[src/design/ifft_pkg.sv]
// Package for the inductor frame filter: payload types, controller types and constants.
// Used by every module of the block; depends on nothing.
package ifft_pkg;

    localparam int NUM_CH         = 5;
    localparam int CH_W           = 3;
    localparam int SAMPLE_W       = 12;
    localparam int GAIN_W         = 16;
    localparam int VALUE_W        = 22;
    localparam int TREND_W        = 2;
    localparam int CFG_IDX_W      = 3;
    localparam int MID_CH         = 2;
    localparam int RISE_COUNT     = 3;
    localparam int FALL_COUNT     = 4;
    localparam int FILT_DIVISOR   = 5;
    localparam int FILT_ROUND     = 5;
    localparam int SCALE_SHIFT    = 6;
    localparam int DIV_RADIX_BITS = 8;

    localparam int SAMPLES_PER_FRAME_DEF = 5;
    localparam int TREND_DEPTH_DEF       = 6;

    localparam logic [VALUE_W-1:0] VALUE_MAX       = 22'h3F_FFFF;
    localparam logic [GAIN_W-1:0]  GAIN_SIDE_RST   = 16'd15172;
    localparam logic [GAIN_W-1:0]  GAIN_MIDDLE_RST = 16'd10928;

    typedef enum logic [TREND_W-1:0] {
        TR_STEADY  = 2'd0,
        TR_RISING  = 2'd1,
        TR_FALLING = 2'd2
    } t_trend;

    typedef struct packed {
        logic [SAMPLE_W-1:0] sample_ch0;
        logic [SAMPLE_W-1:0] sample_ch1;
        logic [SAMPLE_W-1:0] sample_ch2;
        logic [SAMPLE_W-1:0] sample_ch3;
        logic [SAMPLE_W-1:0] sample_ch4;
    } t_in_item;

    typedef struct packed {
        logic [VALUE_W-1:0] filtered_ch0;
        logic [VALUE_W-1:0] filtered_ch1;
        logic [VALUE_W-1:0] filtered_ch2;
        logic [VALUE_W-1:0] filtered_ch3;
        logic [VALUE_W-1:0] filtered_ch4;
        logic [TREND_W-1:0] trend;
    } t_out_item;

    typedef enum logic [2:0] {
        ST_IDLE,
        ST_MUL,
        ST_SCALE_LOAD,
        ST_SCALE_DIV,
        ST_FILT_LOAD,
        ST_FILT_DIV,
        ST_STORE,
        ST_TREND
    } t_state;

    typedef struct packed {
        logic            busy;
        logic            mul;
        logic            scale_load;
        logic            filt_load;
        logic            div_step;
        logic            store;
        logic            publish;
        logic [CH_W-1:0] ch;
    } t_cmd;

    typedef struct packed {
        logic frame_start;
    } t_status;

    function automatic int ifft_sum_width(input int spf);
        return SAMPLE_W + $clog2(spf);
    endfunction

    function automatic int ifft_div_width(input int spf);
        int w;
        w = ifft_sum_width(spf) + GAIN_W + 1 - SCALE_SHIFT;
        return (w > VALUE_W + 3) ? w : VALUE_W + 3;
    endfunction

    function automatic int ifft_div_steps(input int spf);
        return (ifft_div_width(spf) + DIV_RADIX_BITS - 1) / DIV_RADIX_BITS;
    endfunction

endpackage

[src/design/ifft_divider.sv]
// Radix-256 restoring divider by a small divisor, one quotient byte per step.
// Depends on ifft_pkg; used by ifft_datapath for both the scale and the filter divisions.
module ifft_divider
    import ifft_pkg::*;
#(
    parameter int DIVW = 26,
    parameter int DVW  = 3
) (
    input  logic            i_clk,
    input  logic            i_load,
    input  logic            i_step,
    input  logic [DIVW-1:0] i_dividend,
    input  logic [DVW-1:0]  i_divisor,
    output logic [DIVW-1:0] o_quotient
);

    localparam int STEPS = (DIVW + DIV_RADIX_BITS - 1) / DIV_RADIX_BITS;
    localparam int PADW  = STEPS * DIV_RADIX_BITS;

    logic [PADW-1:0] r_quo;
    logic [PADW-1:0] n_quo;
    logic [DVW-1:0]  r_rem;
    logic [DVW-1:0]  n_rem;
    logic [DVW-1:0]  r_dvs;

    always_comb begin
        logic [DVW:0] t;
        n_quo = r_quo;
        n_rem = r_rem;
        t     = '0;
        for (int i = 0; i < DIV_RADIX_BITS; i++) begin
            t     = {n_rem, n_quo[PADW-1]};
            n_quo = {n_quo[PADW-2:0], 1'b0};
            if (t >= {1'b0, r_dvs}) begin
                n_rem    = DVW'(t - {1'b0, r_dvs});
                n_quo[0] = 1'b1;
            end else begin
                n_rem = t[DVW-1:0];
            end
        end
    end

    always_ff @(posedge i_clk) begin
        if (i_load) begin
            r_quo <= PADW'(i_dividend);
            r_rem <= '0;
            r_dvs <= i_divisor;
        end else if (i_step) begin
            r_quo <= n_quo;
            r_rem <= n_rem;
        end
    end

    assign o_quotient = r_quo[DIVW-1:0];

endmodule

[src/design/ifft_ctrl.sv]
// Frame sequencer: walks the channels through multiply, scale division, filter division
// and store, then publishes the result. Depends on ifft_pkg.
module ifft_ctrl
    import ifft_pkg::*;
#(
    parameter int SAMPLES_PER_FRAME = SAMPLES_PER_FRAME_DEF
) (
    input  logic    i_clk,
    input  logic    i_rst_n,
    input  t_status i_status,
    output t_cmd    o_cmd
);

    localparam int DIV_STEPS = ifft_div_steps(SAMPLES_PER_FRAME);
    localparam int STW       = (DIV_STEPS > 1) ? $clog2(DIV_STEPS) : 1;

    t_state          r_state;
    t_state          n_state;
    logic [STW-1:0]  r_step;
    logic [STW-1:0]  n_step;
    logic [CH_W-1:0] r_ch;
    logic [CH_W-1:0] n_ch;
    logic            step_last;

    assign step_last = (r_step == STW'(DIV_STEPS - 1));

    always_ff @(posedge i_clk) begin
        if (!i_rst_n) begin
            r_state <= ST_IDLE;
            r_step  <= '0;
            r_ch    <= '0;
        end else begin
            r_state <= n_state;
            r_step  <= n_step;
            r_ch    <= n_ch;
        end
    end

    always_comb begin
        n_state = r_state;
        n_step  = r_step;
        n_ch    = r_ch;
        o_cmd   = '0;
        o_cmd.ch = r_ch;
        case (r_state)
            ST_IDLE: begin
                if (i_status.frame_start) begin
                    n_state = ST_MUL;
                    n_ch    = '0;
                end
            end
            ST_MUL: begin
                o_cmd.busy = 1'b1;
                o_cmd.mul  = 1'b1;
                n_state    = ST_SCALE_LOAD;
            end
            ST_SCALE_LOAD: begin
                o_cmd.busy       = 1'b1;
                o_cmd.scale_load = 1'b1;
                n_step           = '0;
                n_state          = ST_SCALE_DIV;
            end
            ST_SCALE_DIV: begin
                o_cmd.busy     = 1'b1;
                o_cmd.div_step = 1'b1;
                n_step         = r_step + 1'b1;
                if (step_last) begin
                    n_state = ST_FILT_LOAD;
                end
            end
            ST_FILT_LOAD: begin
                o_cmd.busy      = 1'b1;
                o_cmd.filt_load = 1'b1;
                n_step          = '0;
                n_state         = ST_FILT_DIV;
            end
            ST_FILT_DIV: begin
                o_cmd.busy     = 1'b1;
                o_cmd.div_step = 1'b1;
                n_step         = r_step + 1'b1;
                if (step_last) begin
                    n_state = ST_STORE;
                end
            end
            ST_STORE: begin
                o_cmd.busy  = 1'b1;
                o_cmd.store = 1'b1;
                if (r_ch == CH_W'(NUM_CH - 1)) begin
                    n_state = ST_TREND;
                end else begin
                    n_ch    = r_ch + 1'b1;
                    n_state = ST_MUL;
                end
            end
            ST_TREND: begin
                o_cmd.busy    = 1'b1;
                o_cmd.publish = 1'b1;
                n_state       = ST_IDLE;
            end
            default: begin
                n_state = ST_IDLE;
            end
        endcase
    end

endmodule

[src/design/ifft_datapath.sv]
// Datapath: gain registers, round sums, shared multiplier and divider, filter history,
// middle-channel trend and the output register. Depends on ifft_pkg and ifft_divider.
module ifft_datapath
    import ifft_pkg::*;
#(
    parameter int SAMPLES_PER_FRAME = SAMPLES_PER_FRAME_DEF,
    parameter int TREND_DEPTH       = TREND_DEPTH_DEF
) (
    input  logic                 i_clk,
    input  logic                 i_rst_n,
    input  logic                 i_in_valid,
    output logic                 o_in_stall,
    input  t_in_item             i_in_item,
    output logic                 o_out_valid,
    input  logic                 i_out_stall,
    output t_out_item            o_out_item,
    input  logic                 i_cfg_wr_en,
    input  logic [CFG_IDX_W-1:0] i_cfg_idx,
    input  logic [GAIN_W-1:0]    i_cfg_data,
    input  t_cmd                 i_cmd,
    output t_status              o_status
);

    localparam int SUMW  = ifft_sum_width(SAMPLES_PER_FRAME);
    localparam int DIVW  = ifft_div_width(SAMPLES_PER_FRAME);
    localparam int MAXDV = (SAMPLES_PER_FRAME > FILT_DIVISOR) ? SAMPLES_PER_FRAME : FILT_DIVISOR;
    localparam int DVW   = $clog2(MAXDV + 1);
    localparam int RCW   = (SAMPLES_PER_FRAME > 1) ? $clog2(SAMPLES_PER_FRAME) : 1;
    localparam int PW    = SUMW + GAIN_W;
    localparam int HALF  = SAMPLES_PER_FRAME * (2 ** SCALE_SHIFT) / 2;
    localparam int FSW   = VALUE_W + 4;
    localparam int CW    = $clog2(TREND_DEPTH) + 1;

    logic [GAIN_W-1:0]   r_gain [NUM_CH];
    logic [RCW-1:0]      r_round;
    logic [SUMW-1:0]     r_sum [NUM_CH];
    logic [PW-1:0]       r_prod;
    logic [VALUE_W-1:0]  r_scaled;
    logic [VALUE_W-1:0]  r_older0 [NUM_CH];
    logic [VALUE_W-1:0]  r_older1 [NUM_CH];
    logic [VALUE_W-1:0]  r_hist [TREND_DEPTH];
    logic [VALUE_W-1:0]  r_filt [NUM_CH];
    logic [TREND_W-1:0]  r_trend;
    logic                r_out_valid;

    logic [SAMPLE_W-1:0] samples [NUM_CH];
    logic                last_round;
    logic                in_xfer;
    logic [PW:0]         rounded;
    logic [FSW-1:0]      filt_num;
    logic                div_load;
    logic [DIVW-1:0]     div_dividend;
    logic [DVW-1:0]      div_divisor;
    logic [DIVW-1:0]     quotient;
    logic [VALUE_W-1:0]  q_sat;
    logic [CW-1:0]       pos_cnt;
    logic [CW-1:0]       neg_cnt;
    t_trend              trend_now;

    assign samples[0] = i_in_item.sample_ch0;
    assign samples[1] = i_in_item.sample_ch1;
    assign samples[2] = i_in_item.sample_ch2;
    assign samples[3] = i_in_item.sample_ch3;
    assign samples[4] = i_in_item.sample_ch4;

    assign last_round           = (r_round == RCW'(SAMPLES_PER_FRAME - 1));
    assign o_in_stall           = i_cmd.busy || (r_out_valid && last_round);
    assign in_xfer              = i_in_valid && !o_in_stall;
    assign o_status.frame_start = in_xfer && last_round;

    assign q_sat = (quotient > DIVW'(VALUE_MAX)) ? VALUE_MAX : quotient[VALUE_W-1:0];

    assign rounded  = {1'b0, r_prod} + (PW + 1)'(HALF);
    assign filt_num = FSW'(r_older0[i_cmd.ch]) + FSW'(r_older1[i_cmd.ch])
                    + (FSW'(q_sat) << 3) + FSW'(FILT_ROUND);

    assign div_load     = i_cmd.scale_load || i_cmd.filt_load;
    assign div_dividend = i_cmd.scale_load ? DIVW'(rounded >> SCALE_SHIFT)
                                           : DIVW'(filt_num >> 1);
    assign div_divisor  = i_cmd.scale_load ? DVW'(SAMPLES_PER_FRAME) : DVW'(FILT_DIVISOR);

    ifft_divider #(
        .DIVW (DIVW),
        .DVW  (DVW)
    ) u_div (
        .i_clk      (i_clk),
        .i_load     (div_load),
        .i_step     (i_cmd.div_step),
        .i_dividend (div_dividend),
        .i_divisor  (div_divisor),
        .o_quotient (quotient)
    );

    always_comb begin
        pos_cnt = '0;
        neg_cnt = '0;
        for (int k = 0; k < TREND_DEPTH - 1; k++) begin
            pos_cnt = pos_cnt + CW'(r_hist[k] > r_hist[k + 1]);
            neg_cnt = neg_cnt + CW'(r_hist[k] < r_hist[k + 1]);
        end
        if (pos_cnt >= CW'(RISE_COUNT)) begin
            trend_now = TR_RISING;
        end else if (neg_cnt >= CW'(FALL_COUNT)) begin
            trend_now = TR_FALLING;
        end else begin
            trend_now = TR_STEADY;
        end
    end

    always_ff @(posedge i_clk) begin
        if (!i_rst_n) begin
            for (int c = 0; c < NUM_CH; c++) begin
                r_gain[c]   <= (c == MID_CH) ? GAIN_MIDDLE_RST : GAIN_SIDE_RST;
                r_sum[c]    <= '0;
                r_older0[c] <= '0;
                r_older1[c] <= '0;
            end
            for (int k = 0; k < TREND_DEPTH; k++) begin
                r_hist[k] <= '0;
            end
            r_round     <= '0;
            r_out_valid <= 1'b0;
        end else begin
            if (i_cfg_wr_en && (i_cfg_idx < CFG_IDX_W'(NUM_CH))) begin
                r_gain[i_cfg_idx] <= i_cfg_data;
            end
            if (in_xfer) begin
                for (int c = 0; c < NUM_CH; c++) begin
                    r_sum[c] <= r_sum[c] + SUMW'(samples[c]);
                end
                r_round <= last_round ? '0 : r_round + 1'b1;
            end
            if (i_cmd.store) begin
                r_older0[i_cmd.ch] <= r_older1[i_cmd.ch];
                r_older1[i_cmd.ch] <= r_scaled;
                if (i_cmd.ch == CH_W'(MID_CH)) begin
                    r_hist[0] <= q_sat;
                    for (int k = 1; k < TREND_DEPTH; k++) begin
                        r_hist[k] <= r_hist[k - 1];
                    end
                end
            end
            if (i_cmd.publish) begin
                for (int c = 0; c < NUM_CH; c++) begin
                    r_sum[c] <= '0;
                end
                r_out_valid <= 1'b1;
            end else if (r_out_valid && !i_out_stall) begin
                r_out_valid <= 1'b0;
            end
        end
    end

    always_ff @(posedge i_clk) begin
        if (i_cmd.mul) begin
            r_prod <= PW'(r_sum[i_cmd.ch]) * PW'(r_gain[i_cmd.ch]);
        end
        if (i_cmd.filt_load) begin
            r_scaled <= q_sat;
        end
        if (i_cmd.store) begin
            r_filt[i_cmd.ch] <= q_sat;
        end
        if (i_cmd.publish) begin
            r_trend <= trend_now;
        end
    end

    assign o_out_valid             = r_out_valid;
    assign o_out_item.filtered_ch0 = r_filt[0];
    assign o_out_item.filtered_ch1 = r_filt[1];
    assign o_out_item.filtered_ch2 = r_filt[2];
    assign o_out_item.filtered_ch3 = r_filt[3];
    assign o_out_item.filtered_ch4 = r_filt[4];
    assign o_out_item.trend        = r_trend;

endmodule

[src/design/inductor_frame_filter_trend_core.sv]
// Top level of the inductor frame filter with middle-channel trend detection.
// Depends on ifft_pkg, ifft_ctrl and ifft_datapath.
//
//   Channel   Direction  Handshake                  Payload
//   in        to core    i_in_valid / o_in_stall    i_in_item  (t_in_item)
//   out       from core  o_out_valid / i_out_stall  o_out_item (t_out_item)
//   cfg       to core    i_cfg_wr_en                i_cfg_idx, i_cfg_data
//
// A round that does not close a frame only adds its samples to the round sums.
// A closing round starts a frame computation: per channel multiply, scale division, filter
// division and store, then publish; each division loads and runs S = ceil(W / 8) byte steps
// of the shared divider (W = 26 by default). The input is stalled during that computation,
// and a closing round is also stalled while the previous result is not yet transferred.
// Reset is synchronous; gains return to their default values and all history clears.
module inductor_frame_filter_trend_core
    import ifft_pkg::*;
#(
    parameter int SAMPLES_PER_FRAME = SAMPLES_PER_FRAME_DEF,
    parameter int TREND_DEPTH       = TREND_DEPTH_DEF
) (
    input  logic                 i_clk,
    input  logic                 i_rst_n,
    input  logic                 i_in_valid,
    output logic                 o_in_stall,
    input  t_in_item             i_in_item,
    output logic                 o_out_valid,
    input  logic                 i_out_stall,
    output t_out_item            o_out_item,
    input  logic                 i_cfg_wr_en,
    input  logic [CFG_IDX_W-1:0] i_cfg_idx,
    input  logic [GAIN_W-1:0]    i_cfg_data
);

    t_cmd    cmd;
    t_status status;

    ifft_ctrl #(
        .SAMPLES_PER_FRAME (SAMPLES_PER_FRAME)
    ) u_ctrl (
        .i_clk    (i_clk),
        .i_rst_n  (i_rst_n),
        .i_status (status),
        .o_cmd    (cmd)
    );

    ifft_datapath #(
        .SAMPLES_PER_FRAME (SAMPLES_PER_FRAME),
        .TREND_DEPTH       (TREND_DEPTH)
    ) u_dp (
        .i_clk       (i_clk),
        .i_rst_n     (i_rst_n),
        .i_in_valid  (i_in_valid),
        .o_in_stall  (o_in_stall),
        .i_in_item   (i_in_item),
        .o_out_valid (o_out_valid),
        .i_out_stall (i_out_stall),
        .o_out_item  (o_out_item),
        .i_cfg_wr_en (i_cfg_wr_en),
        .i_cfg_idx   (i_cfg_idx),
        .i_cfg_data  (i_cfg_data),
        .i_cmd       (cmd),
        .o_status    (status)
    );

endmodule

[config.mk]
export PLATFORM = sky130hd
export DESIGN_NAME = inductor_frame_filter_trend_core
export DESIGN_NICKNAME = d
export VERILOG_FILES = /design/src/design/ifft_pkg.sv /design/src/design/ifft_divider.sv /design/src/design/ifft_ctrl.sv /design/src/design/ifft_datapath.sv /design/src/design/inductor_frame_filter_trend_core.sv
export SDC_FILE = /design/constraint.sdc
export NUM_CORES = 2
export LEC_CHECK = 0
export BUFFER_PORTS_ARGS = -buffer_cell sky130_fd_sc_hd__buf_2
export CAP_MARGIN = 20
export CORE_UTILIZATION = 40
export CTS_BUF_LIST = sky130_fd_sc_hd__clkbuf_4
export CTS_CLUSTER_SIZE = 28
export DETAILED_ROUTE_END_ITERATION = 6
export PLACE_DENSITY = 0.69
export SLEW_MARGIN = 20
export SYNTH_ARGS = -nofsm -noshare
export SYNTH_HDL_FRONTEND = slang
export SYNTH_SLANG_ARGS = --single-unit
[constraint.sdc]
create_clock -name i_clk -period 9.92 [get_ports i_clk]
set_input_delay 1.488 -clock i_clk [delete_from_list [all_inputs] [get_ports i_clk]]
set_output_delay 1.488 -clock i_clk [all_outputs]
set_load 0.01 [all_outputs]
==> flow_metrics.env <==
export IMPL_port_buffer_count=197
export IMPL_fmaxAchievable_mhz=109
export IMPL_arrival_ps=10310
export IMPL_syn_to_final_growth_pct=12.6
export IMPL_total_power_mw=11.0
export IMPL_numCtsBuffers=230
export IMPL_wl_per_cell_um=20.3
export IMPL_cts_root_buf="clkbuf_4"
export IMPL_finalCriticalPeriod_ps=9200
export IMPL_num_vias=33058
export IMPL_setup_viol=0
export IMPL_ios=198
export IMPL_drtIter0Drc=3149
export IMPL_yosys_warnings=0
export IMPL_cp_slowest_cell="or4_4"
export IMPL_coreArea_um2=124000
export IMPL_ant_nets=0
export IMPL_drive_gt1_share_pct=17.4
export IMPL_num_rows=129
export IMPL_antenna_found_initial=14
export IMPL_grt_pass1_vias=34014
export IMPL_synthFlopType="edfxtp_1"
export IMPL_drv_slew=0
export IMPL_post_dp_hpwl_um=88000
export IMPL_tightest_slew_ps=1200
export IMPL_rsz0062_at_grt="false"
export IMPL_clk_path_buf_depth=3
export IMPL_yosysSeqAreaShare_pct=53.0
export IMPL_slew_headroom_pct=19.8
export IMPL_clkSinkCount=897
export IMPL_grt_start_max_net_pins=92
export IMPL_dieWidth_um=357
export IMPL_end_kind="flop"
export IMPL_fin_crit_sh_pct=92.7
export IMPL_slowest_delay_ps=430
export IMPL_critPathLaunchType="flop"
export IMPL_place_gp_congestion=0.916
export IMPL_path_clk_slew_ps=70
export IMPL_fin_worst_skew_ps=113
export IMPL_outcome="finished with violations"
export IMPL_worst_path_most_repeated_cell="ha_1"
export IMPL_vias_per_cell=5.27
export IMPL_cts_tree="done"
export IMPL_insertion_delay_ps=1200
export IMPL_crit_type="flop to flop"
export IMPL_worstRegToRegCells=43
export IMPL_syn_inst=4062
export IMPL_drt_wl_total_um=127000
export IMPL_initial_core_util_pct=40.5
export IMPL_synthesis_area_um2=50400
export IMPL_tns_ps=0
export IMPL_synth_cell_types=77
export IMPL_gr_usage_all_layers_pct=20.1
export IMPL_power_density_nw_per_um2=194
export IMPL_hold_violations=0
export IMPL_dieArea_um2=127000
export IMPL_ys_ff_latch=897
export IMPL_failed_checks="design-rule violations"
export IMPL_grt_pass1_wl_um=194000
export IMPL_async_flop_share_pct=0
export IMPL_hold_depth=2
export IMPL_nets=5059
export IMPL_hp_class="flop to flop"
export IMPL_critPathRequiredTime_ps=11040
export IMPL_p_leak_nw=23.3
export IMPL_ir_worst_vdd_mv=0.193
export IMPL_postCtsHoldBufs=0
export IMPL_synth_edf_count=873
export IMPL_maxCapViolCount=0
export IMPL_drt_first_pass_iters=7
export IMPL_htreeDepth=4
export IMPL_path_max_fanout=5
export IMPL_drcViolationCount=2
export IMPL_die_height_um=357
export IMPL_avgSynthCellArea_um2=12.4
export IMPL_overflow=0
## timing repair
action	4_1_cts	5_1_grt
buffers inserted	0	0
endpoints found under the setup margin	0	3
resized for setup	0	4
## kinds of logic (layout without fill, tap and decap cells)
family / after synthesis / in the layout / synth area share [%]
mux: 173 / 173 / 6.82
xor+xnor: 116 / 116 / 2.02
buf+inv: 554 / 1073 / 4.13
other cells: 1 / 58 / 0.00745
fa+ha+maj: 520 / 520 / 15.7
simple gates: 1351 / 1351 / 12.7
compound gates: 450 / 450 / 5.63
flops: 897 / 897 / 53.0
## final cells by class
cell class | instances | area (um^2)
well taps | 1637 | 2050
diodes | 10 | 25.0
multi-input cells | 2658 | 21900
clock buffers | 325 | 2440
inverters | 408 | 1530
repair buffers | 260 | 1490
fillers | 11211 | 67600
flip-flops and latches | 897 | 26700
clock inverters | 80 | 534
## synth_stat cells, drive strengths merged, types with 41 or more instances
| cell type | instances | area (um^2) |
|---|---|---|
| a21o | 56 | 420 |
| a21oi | 153 | 773 |
| and2 | 184 | 1150 |
| and3 | 66 | 414 |
| clkbuf | 124 | 465 |
| edfxtp | 873 | 26200 |
| fa | 188 | 3760 |
| ha | 332 | 4150 |
| inv | 407 | 1530 |
| mux4 | 135 | 3040 |
| nand2 | 371 | 1390 |
| nand2b | 81 | 509 |
| nor2 | 428 | 1610 |
| nor2b | 41 | 257 |
| nor3 | 65 | 325 |
| o21ai | 112 | 561 |
| xnor2 | 80 | 701 |
## routing by layer
| metal | track usage (%) | vias up | wire length (um) |
|---|---|---|---|
| met4 | 7.85 | 0 | 3950 |
| met5 | 0 | - | 0 |
| met3 | 4.14 | 242 | 10300 |
| met2 | 33.3 | 1311 | 61600 |
| met1 | 25.9 | 16321 | 51600 |
| li1 | - | 15184 | - |
## stage by stage
step	area, um^2	cells	hold WS (ps)	util, %	setup WS [ps]
floorplan	50500	4109	445	-	1280
global placement	53600	5859	458	43.2	892
detailed placement	53600	5859	477	43.2	519
CTS	56600	6264	447	45.6	480
global route	56700	6274	487	45.6	47.1
finish	56700	6275	485	45.6	724
## flip-flops by register name (all words and copies together) (netlist names), 3 cells and up, named ones only
register	cells
u_ctrl.r_state	3
u_dp.r_older1	176
u_dp.r_gain	128
u_dp.r_filt	110
u_dp.r_prod	26
u_ctrl.r_ch	3
u_dp.r_sum	75
u_dp.u_div.r_rem	3
u_dp.r_scaled	22
u_dp.r_older0	176
u_dp.u_div.r_quo	32
u_dp.r_hist	132
u_dp.r_round	3
## power by group
part / internal [mW] / leakage, nW / switching, mW
clock network: 1.61 / 1.75 / 1.57
logic: 1.45 / 12.8 / 1.87
registers: 4.41 / 8.70 / 0.0637
## final timing paths
| path | from | end | slack, ps |
|---|---|---|---|
| worst max-delay path | u_dp.u_div.r_rem[0] | u_dp.u_div.r_rem[1] | 720 |
| worst min-delay path | u_ctrl.r_step[1] | u_ctrl.r_step[1] | 490 |
| worst max register to register | u_dp.u_div.r_rem[0] | u_dp.u_div.r_rem[1] | 720 |
| worst min register to register | u_ctrl.r_step[1] | u_ctrl.r_step[1] | 490 |
## layout by cell type (no fill, tap or decap), types with 5 or more instances in the layout
master / count
conb_1: 48
o21a_1: 29
a21boi_0: 20
fa_1: 188
nand2b_1: 75
diode_2: 10
clkbuf_4: 325
a21o_1: 56
buf_4: 61
xor2_1: 36
dfxtp_1: 21
and3_1: 62
nand4_1: 23
clkinv_1: 54
xnor2_1: 77
o21ai_0: 103
clkinv_2: 11
o21bai_1: 10
nand3_1: 30
nor3_2: 5
a22oi_1: 5
nor2_1: 425
nor3_1: 59
ha_1: 332
buf_2: 197
nor4_1: 8
clkinv_8: 6
a21oi_1: 150
o21ai_1: 7
a211oi_1: 18
mux2i_1: 35
and2_1: 178
or2_2: 6
edfxtp_1: 873
nor2b_1: 41
nand2_1: 370
mux4_2: 135
or3_1: 26
and2_0: 6
inv_1: 406
## worst max-delay path, delay by kind of cell (launching register included)
family,cells,cell delay [ps]
buf+inv,2,150
flops,1,380
fa+ha+maj,8,1810
compound gates,10,2030
xor+xnor,5,1120
mux,2,620
simple gates,16,3040
Note: power is estimated with default switching activity, not from simulation.
